<file path="src/rtl/did_pkg.sv">
// ----------------------------------------------------------------------------
// did_pkg: shared types and constants for the directional input debouncer
// Register indexes, debounce mode codes and the timer width.
// ----------------------------------------------------------------------------
`default_nettype none

package did_pkg;

    // width of the wrapping timestamp arithmetic (16..64)
    localparam int TIME_BITS = 32;

    localparam int CFG_IDX_BITS = 2;
    localparam int HOLD_BITS    = 16;
    localparam int NOW_BITS     = 32;

    typedef logic [TIME_BITS-1:0] time_t;

    typedef enum logic [CFG_IDX_BITS-1:0] {
        CFG_INVERT = 2'd0,
        CFG_ENABLE = 2'd1,
        CFG_MODE   = 2'd2,
        CFG_HOLD   = 2'd3
    } cfg_idx_t;

    typedef enum logic [1:0] {
        MODE_FALL  = 2'd0,
        MODE_RISE  = 2'd1,
        MODE_BOTH  = 2'd2,
        MODE_NEVER = 2'd3
    } dbnc_mode_t;

endpackage

`default_nettype wire

</file>
<file path="src/rtl/directional_input_debouncer_unit.sv">
// ----------------------------------------------------------------------------
// directional_input_debouncer_unit
// Debounces one sampled digital input against a free-running ms timestamp.
// ----------------------------------------------------------------------------
// Pipeline: input register, then the state update, then the result register.
// Throughput: one item per cycle unless out_ready stalls the result register;
//   the state update is a single pass of a compare and one TIME_BITS-wide
//   subtraction between the two registers.
// Configuration writes are taken every cycle (cfg_ready is always high).
// Reset (rst_n low, async): level unknown, nothing pending, mode = both,
//   inversion and debounce off, hold time 0, both pipeline stages empty.
`default_nettype none

module directional_input_debouncer_unit (
    input  wire logic                          clk,
    input  wire logic                          rst_n,

    input  wire logic                          in_valid,
    output logic                               in_ready,
    input  wire logic                          raw_sample,
    input  wire logic [did_pkg::NOW_BITS-1:0]  now_ms,

    output logic                               out_valid,
    input  wire logic                          out_ready,
    output logic                               changed,
    output logic                               level,

    input  wire logic                          cfg_valid,
    output logic                               cfg_ready,
    input  wire logic [did_pkg::CFG_IDX_BITS-1:0] cfg_index,
    input  wire logic [did_pkg::HOLD_BITS-1:0] cfg_data
);

    // configuration
    logic                         invert_reg;
    logic                         enable_reg;
    did_pkg::dbnc_mode_t          mode_reg;
    logic [did_pkg::HOLD_BITS-1:0] hold_ms_reg;

    // debounce state
    logic                         level_reg, level_next;
    logic                         known_reg, known_next;
    logic                         pending_reg, pending_next;
    logic                         plevel_reg, plevel_next;
    did_pkg::time_t               start_reg, start_next;

    // input stage
    logic                         in_vld_reg;
    logic                         sample_reg;
    did_pkg::time_t               now_reg;

    // result stage
    logic                         out_vld_reg, out_vld_next;
    logic                         changed_reg;
    logic                         out_level_reg;

    logic                         move;
    logic                         v;
    logic                         differs;
    logic                         active;
    logic                         qualify;
    logic                         bypass;
    logic                         newly;
    logic                         p1;
    logic                         fire;
    logic                         chg;
    did_pkg::time_t               start_eff;
    did_pkg::time_t               elapsed;
    logic                         plevel_eff;

    assign cfg_ready = 1'b1;
    assign move      = in_vld_reg && (!out_vld_reg || out_ready);
    assign in_ready  = !in_vld_reg || move;
    assign out_valid = out_vld_reg;
    assign changed   = changed_reg;
    assign level     = out_level_reg;

    always_ff @(posedge clk or negedge rst_n)
    begin
        if (!rst_n)
        begin
            invert_reg  <= 1'b0;
            enable_reg  <= 1'b0;
            mode_reg    <= did_pkg::MODE_BOTH;
            hold_ms_reg <= '0;
        end
        else if (cfg_valid)
        begin
            unique case (did_pkg::cfg_idx_t'(cfg_index))
                did_pkg::CFG_INVERT: invert_reg  <= cfg_data[0];
                did_pkg::CFG_ENABLE: enable_reg  <= cfg_data[0];
                did_pkg::CFG_MODE:   mode_reg    <= did_pkg::dbnc_mode_t'(cfg_data[1:0]);
                did_pkg::CFG_HOLD:   hold_ms_reg <= cfg_data;
            endcase
        end
    end

    // input register
    always_ff @(posedge clk or negedge rst_n)
    begin
        if (!rst_n)
            in_vld_reg <= 1'b0;
        else if (in_ready)
            in_vld_reg <= in_valid;
    end

    always_ff @(posedge clk)
    begin
        if (in_valid && in_ready)
        begin
            sample_reg <= raw_sample;
            now_reg    <= did_pkg::TIME_BITS'(now_ms);
        end
    end

    // single-pass debounce step
    always_comb
    begin
        v       = sample_reg ^ invert_reg;
        differs = !known_reg || (v != level_reg);
        active  = pending_reg || differs;

        qualify = 1'b0;
        bypass  = 1'b0;
        if (!pending_reg && active)
        begin
            unique case (mode_reg)
                did_pkg::MODE_FALL:
                begin
                    qualify = !v;
                    bypass  = v;
                end
                did_pkg::MODE_RISE:
                begin
                    qualify = v;
                    bypass  = !v;
                end
                did_pkg::MODE_BOTH:  qualify = 1'b1;
                did_pkg::MODE_NEVER: qualify = 1'b0;
            endcase
        end

        newly      = qualify;
        start_eff  = newly ? now_reg : start_reg;
        plevel_eff = newly ? v : plevel_reg;
        // flapping back to the old level cancels the pending change
        p1         = (pending_reg || newly) && (v == plevel_eff);
        elapsed    = now_reg - start_eff;
        fire       = (p1 && (elapsed >= did_pkg::TIME_BITS'(hold_ms_reg))) || bypass;

        level_next   = level_reg;
        known_next   = known_reg;
        pending_next = pending_reg;
        plevel_next  = plevel_reg;
        start_next   = start_reg;
        chg          = 1'b0;

        if (!enable_reg)
        begin
            if (differs)
            begin
                level_next = v;
                known_next = 1'b1;
                chg        = 1'b1;
            end
        end
        else if (active)
        begin
            start_next  = start_eff;
            plevel_next = plevel_eff;
            if (fire)
            begin
                if (differs)
                begin
                    level_next = v;
                    known_next = 1'b1;
                    chg        = 1'b1;
                end
                pending_next = 1'b0;
            end
            else
            begin
                pending_next = p1;
            end
        end
    end

    always_ff @(posedge clk or negedge rst_n)
    begin
        if (!rst_n)
        begin
            level_reg   <= 1'b0;
            known_reg   <= 1'b0;
            pending_reg <= 1'b0;
            plevel_reg  <= 1'b0;
            start_reg   <= '0;
        end
        else if (move)
        begin
            level_reg   <= level_next;
            known_reg   <= known_next;
            pending_reg <= pending_next;
            plevel_reg  <= plevel_next;
            start_reg   <= start_next;
        end
    end

    // result register
    always_comb
    begin
        if (move)
            out_vld_next = 1'b1;
        else if (out_ready)
            out_vld_next = 1'b0;
        else
            out_vld_next = out_vld_reg;
    end

    always_ff @(posedge clk or negedge rst_n)
    begin
        if (!rst_n)
            out_vld_reg <= 1'b0;
        else
            out_vld_reg <= out_vld_next;
    end

    always_ff @(posedge clk)
    begin
        if (move)
        begin
            changed_reg   <= chg;
            out_level_reg <= level_next;
        end
    end

    // ------------------------------------------------------------------------
    // assertions
    // ------------------------------------------------------------------------
    a_known_sticky: assert property (@(posedge clk) disable iff (!rst_n)
        known_reg |=> known_reg)
        else $error("level_known dropped after being set");

    a_change_flips: assert property (@(posedge clk) disable iff (!rst_n)
        move && chg && known_reg |=> level_reg != $past(level_reg))
        else $error("change reported without a level flip");

    a_nochg_holds: assert property (@(posedge clk) disable iff (!rst_n)
        move && !chg |=> level_reg == $past(level_reg) && known_reg == $past(known_reg))
        else $error("level changed on an item that reported no change");

    a_pend_arm: assert property (@(posedge clk) disable iff (!rst_n)
        $rose(pending_reg) |-> $past(enable_reg) && $past(mode_reg != did_pkg::MODE_NEVER))
        else $error("pending armed with debounce off or mode never");

    a_in_hold: assert property (@(posedge clk) disable iff (!rst_n)
        in_vld_reg && !move |=> in_vld_reg && $stable(sample_reg) && $stable(now_reg))
        else $error("input stage overwritten while stalled");

endmodule

`default_nettype wire
</file>
<file path="config.mk">
export PLATFORM = sky130hd
export DESIGN_NAME = directional_input_debouncer_unit
export DESIGN_NICKNAME = d
export VERILOG_FILES = /design/src/rtl/did_pkg.sv /design/src/rtl/directional_input_debouncer_unit.sv
export SDC_FILE = /design/constraint.sdc
export NUM_CORES = 1
export LEC_CHECK = 0
export BUFFER_PORTS_ARGS = -buffer_cell sky130_fd_sc_hd__buf_2
export CAP_MARGIN = 40
export CORE_MARGIN = 2
export CORE_UTILIZATION = 45
export CTS_CLUSTER_DIAMETER = 150
export DETAILED_ROUTE_END_ITERATION = 10
export PLACE_DENSITY = 0.72
export SLEW_MARGIN = 30
export SYNTH_ARGS = -nofsm -noshare
export SYNTH_HDL_FRONTEND = slang
export SYNTH_SLANG_ARGS = --single-unit
</file>
<file path="constraint.sdc">
create_clock -name clk -period 8.7 [get_ports clk]
set_input_delay 2.61 -clock clk [delete_from_list [all_inputs] [get_ports clk]]
set_output_delay 2.61 -clock clk [all_outputs]
set_load 0.1 [all_outputs]
</file>
==> metrics.txt <==
run status finished, final reports clean; transition time at the pin with the least slew margin 0.736 ns; distinct cell type count of the synthesized netlist between 60 and 70; area fraction of the dominant cell type after synthesis 0.231; Vert. Die Dim between 100 and 150 um; global-route total usage across every layer 0.211; Ant. Diodes 0; number of antenna-violating nets in the routed design 0; clock insertion delay at the later pin of the skew report around 0.36 ns; number of clock buffers inserted by TritonCTS 9; Via Count 4,838; dpl cells 825; number of pins exceeding their max-slew limit in the final report 0; Top-Level Pins 61; TritonCTS clock tree done; initial antenna violation count 0; instance count on the critical path 27; initial detailed-routing violation count approximately 210; synth-to-layout area growth 12.8%; main area contributors after synthesis sky130_fd_sc_hd__dfrtp_1 (23%), sky130_fd_sc_hd__edfxtp_1 (17%), sky130_fd_sc_hd__ha_1 (8.9%), sky130_fd_sc_hd__mux2_2 (8.6%), sky130_fd_sc_hd__mux2i_1 (4.5%); TritonRoute pass-1 iters 5; commonest non-fill, non-tap cell in the layout sky130_fd_sc_hd__buf_2; die boundary width roughly 120 um; H-Tree Level Count 3; hold buffer count at CTS 0; P_leak about 3.0 nW; sort of element at the start of the critical path flip-flop; root buffer cell sky130_fd_sc_hd__clkbuf_16; number of cells traversed by the worst hold path 2; Slowest-stage cell, CP sky130_fd_sc_hd__edfxtp_1; Post-Layout Cell Count approximately 840; clk sink count between 90 and 100; total wire length ~14,000 um; Initial Util 0.463; total power density per cell area around 400 mW/mm^2; hold wc startpoint start_reg[1]; worst IR drop on VDD about 0.16 mV; Reg2Reg Setup Slack around 1.9 ns; Core Box Area between 0.01 and 0.015 mm^2; drt drc 0; number of maximum-capacitance violations 0; final total power about 0.0028 W; setup fix buffers added after clock tree synthesis 0; routed vias/inst 5.73; arrival time of data at the critical path endpoint 6.92 ns; highest net fanout along the worst path 34; fill cell instance count of the final layout roughly 1,200; largest net degree at the start of global routing a little under 60; end-of-flow core utilization 0.523; startpoint-to-endpoint class of the critical path flip-flop to flip-flop; post-layout minimum cycle time 6.81 ns; kind of end point of the critical path flip-flop; endpoint of the worst-slack reg-to-reg timing path level; R2R cell count 27; share of layout cells above drive strength 1 0.213; top cell type by total area after synthesis sky130_fd_sc_hd__dfrtp_1; launch point of the worst reg-to-reg path sample_reg; commonest cells after routing, fill and taps aside sky130_fd_sc_hd__buf_2 (59), sky130_fd_sc_hd__dfrtp_1 (57), sky130_fd_sc_hd__mux2_2 (47); portion of the clock cycle consumed by the worst path in the final layout 0.783; flip-flop and latch count after synthesis 93; via count of the first global-routing pass approximately 5,000; Most common cell on crit path sky130_fd_sc_hd__a21oi_1; prevailing post-synth register cell sky130_fd_sc_hd__dfrtp_1; final-layout setup total negative slack 0 ns; CTS max path bufs 2; final weighted congestion in routability-driven placement roughly 0.9; Slew Limit Headroom 0.506; required time of the critical path ~8.8 ns; wire length per cell after detailed routing 17.1 um; WP buf/inv 1; fraction of the yosys area taken by sequential cells 0.405; Tightest Hold Check Type flip-flop to flip-flop; Hold Vio Cnt, Final 0; post-synthesis instance area between 0.006 and 0.007 mm^2; highest cell delay on the worst timing path approximately 0.47 ns; FMAX ~0.15 GHz; DP Wirelength 10,900 um; yosys synthesis warning count 0; Congestion Overflow GR 0; wire length of the first global-routing pass roughly 24,000 um; Layout Skew 0.00882 ns; Die Outline Area approximately 0.015 mm^2; Site Rows 42; synthesized net count 713; Gate Count Post-Synth 612; final-stage net count 764; clock-pin slew on the worst setup and hold paths about 0.070 ns; post-synthesis area per instance ~10 um^2; unrepaired setup endpoints after global routing false; async set-or-reset flop fraction in the synthesized netlist 0.624; Port-buffer cells 59; worst-case hold path end point start_reg[1]; Resized cells post-CTS 0; number of enable flip-flop cells after synthesis 35; kind of cell adding the most delay to the critical path compound AO/OA/AOI/OAI gates; final count of negative-setup-slack endpoints 0
[cells in the mapped netlist, drive strengths merged, types with 4 or more instances]
cell type / instances
dfrtp: 57
mux2: 50
a21oi: 46
ha: 44
nand2: 42
o21ai: 39
edfxtp: 35
inv: 32
nor2: 29
mux2i: 28
clkbuf: 24
nand3: 18
xnor2: 17
a21o: 16
nand2b: 12
nand4: 8
nor3: 8
a31oi: 6
and2: 6
nor2b: 6
o21a: 6
xor2: 6
and3: 5
a211oi: 4
maj3: 4
nor3b: 4
nor4: 4
o211ai: 4
or2: 4
[worst register-to-register path, cell delays in order, from the launching register on]
cell                        delay (ns)
sky130_fd_sc_hd__edfxtp_1         0.47
sky130_fd_sc_hd__xnor3_1          0.43
sky130_fd_sc_hd__a21oi_2          0.23
sky130_fd_sc_hd__and3_1           0.18
sky130_fd_sc_hd__buf_4            0.46
sky130_fd_sc_hd__mux2i_1          0.32
sky130_fd_sc_hd__ha_1             0.30
sky130_fd_sc_hd__a21o_1           0.18
sky130_fd_sc_hd__a31o_2           0.26
sky130_fd_sc_hd__nor2_1           0.31
sky130_fd_sc_hd__a311o_1          0.30
sky130_fd_sc_hd__o22ai_1          0.14
sky130_fd_sc_hd__a21oi_1          0.18
sky130_fd_sc_hd__a21oi_1          0.08
sky130_fd_sc_hd__a31o_2           0.25
sky130_fd_sc_hd__a21oi_1          0.17
sky130_fd_sc_hd__xnor2_1          0.17
sky130_fd_sc_hd__ha_1             0.28
sky130_fd_sc_hd__nand4_1          0.11
sky130_fd_sc_hd__a2111oi_0        0.07
sky130_fd_sc_hd__o21ai_0          0.10
sky130_fd_sc_hd__o2111ai_1        0.14
sky130_fd_sc_hd__nor4_1           0.22
sky130_fd_sc_hd__o221a_2          0.23
sky130_fd_sc_hd__nand4_1          0.19
sky130_fd_sc_hd__nor4_2           0.32
sky130_fd_sc_hd__o21bai_1         0.13
sky130_fd_sc_hd__mux2_1           0.32
[where the power goes]
| part | total (W) | switching, W | leakage, nW | internal [W] |
|---|---|---|---|---|
| clock network | 0.000404 | 0.000186 | 0.154 | 0.000219 |
| registers | 0.000646 | 0.0000747 | 1.03 | 0.000572 |
| logic | 0.00171 | 0.000989 | 1.85 | 0.000721 |
[worst max-delay path by stage]
stage	slack, ns	endpoint	from
global route	1.38	level	invert_reg
floorplan	2.32	level	invert_reg
CTS	1.78	level	invert_reg
detailed placement	1.94	level	invert_reg
global placement	2.14	level	invert_reg
finish	1.89	level	sample_reg
[cell families (layout without fill, tap and decap cells)]
group                      after synthesis  in the layout  synth area share
adders and majority gates               49             49            0.0987
muxes                                   78             78             0.137
AOI/OAI and AO/OA                      152            152             0.155
xor gates and xnor gates                24             24            0.0362
buffers and inverters                   58            114            0.0364
DFF                                     93             93             0.405
and+or+nand+nor                        157            157             0.131
other                                    1              1          0.000606
[routing by layer]
metal | vias to the layer above | GRT usage | part of all wire
met4 | 0 | 0.0841 | 0.019
met5 | - | 0 | 0
li1 | 2355 | - | -
met3 | 19 | 0.0390 | 0.046
met2 | 123 | 0.329 | 0.45
met1 | 2341 | 0.291 | 0.48
[metrics by stage]
step	cell area (um^2)	worst slack, ns	hold WS, ns
5_1_grt	6980	1.38	0.517
3_3_place_gp	6620	2.14	0.469
6_report	6980	1.89	0.504
3_5_place_dp	6620	1.94	0.490
2_1_floorplan	6180	2.32	0.449
4_1_cts	6930	1.78	0.507
[area by class of cell]
class	instances	area, um^2	area share
Clock buffer	10	250	0.0359
Clock inverter	6	60.1	0.00861
Inverter	32	120	0.0172
Multi-Input combinational cell	461	3450	0.495
Sequential cell	93	2500	0.359
Tap cell	176	220	0.0316
Timing Repair Buffer	66	368	0.0527
Note: power is estimated with default switching activity, not from simulation.
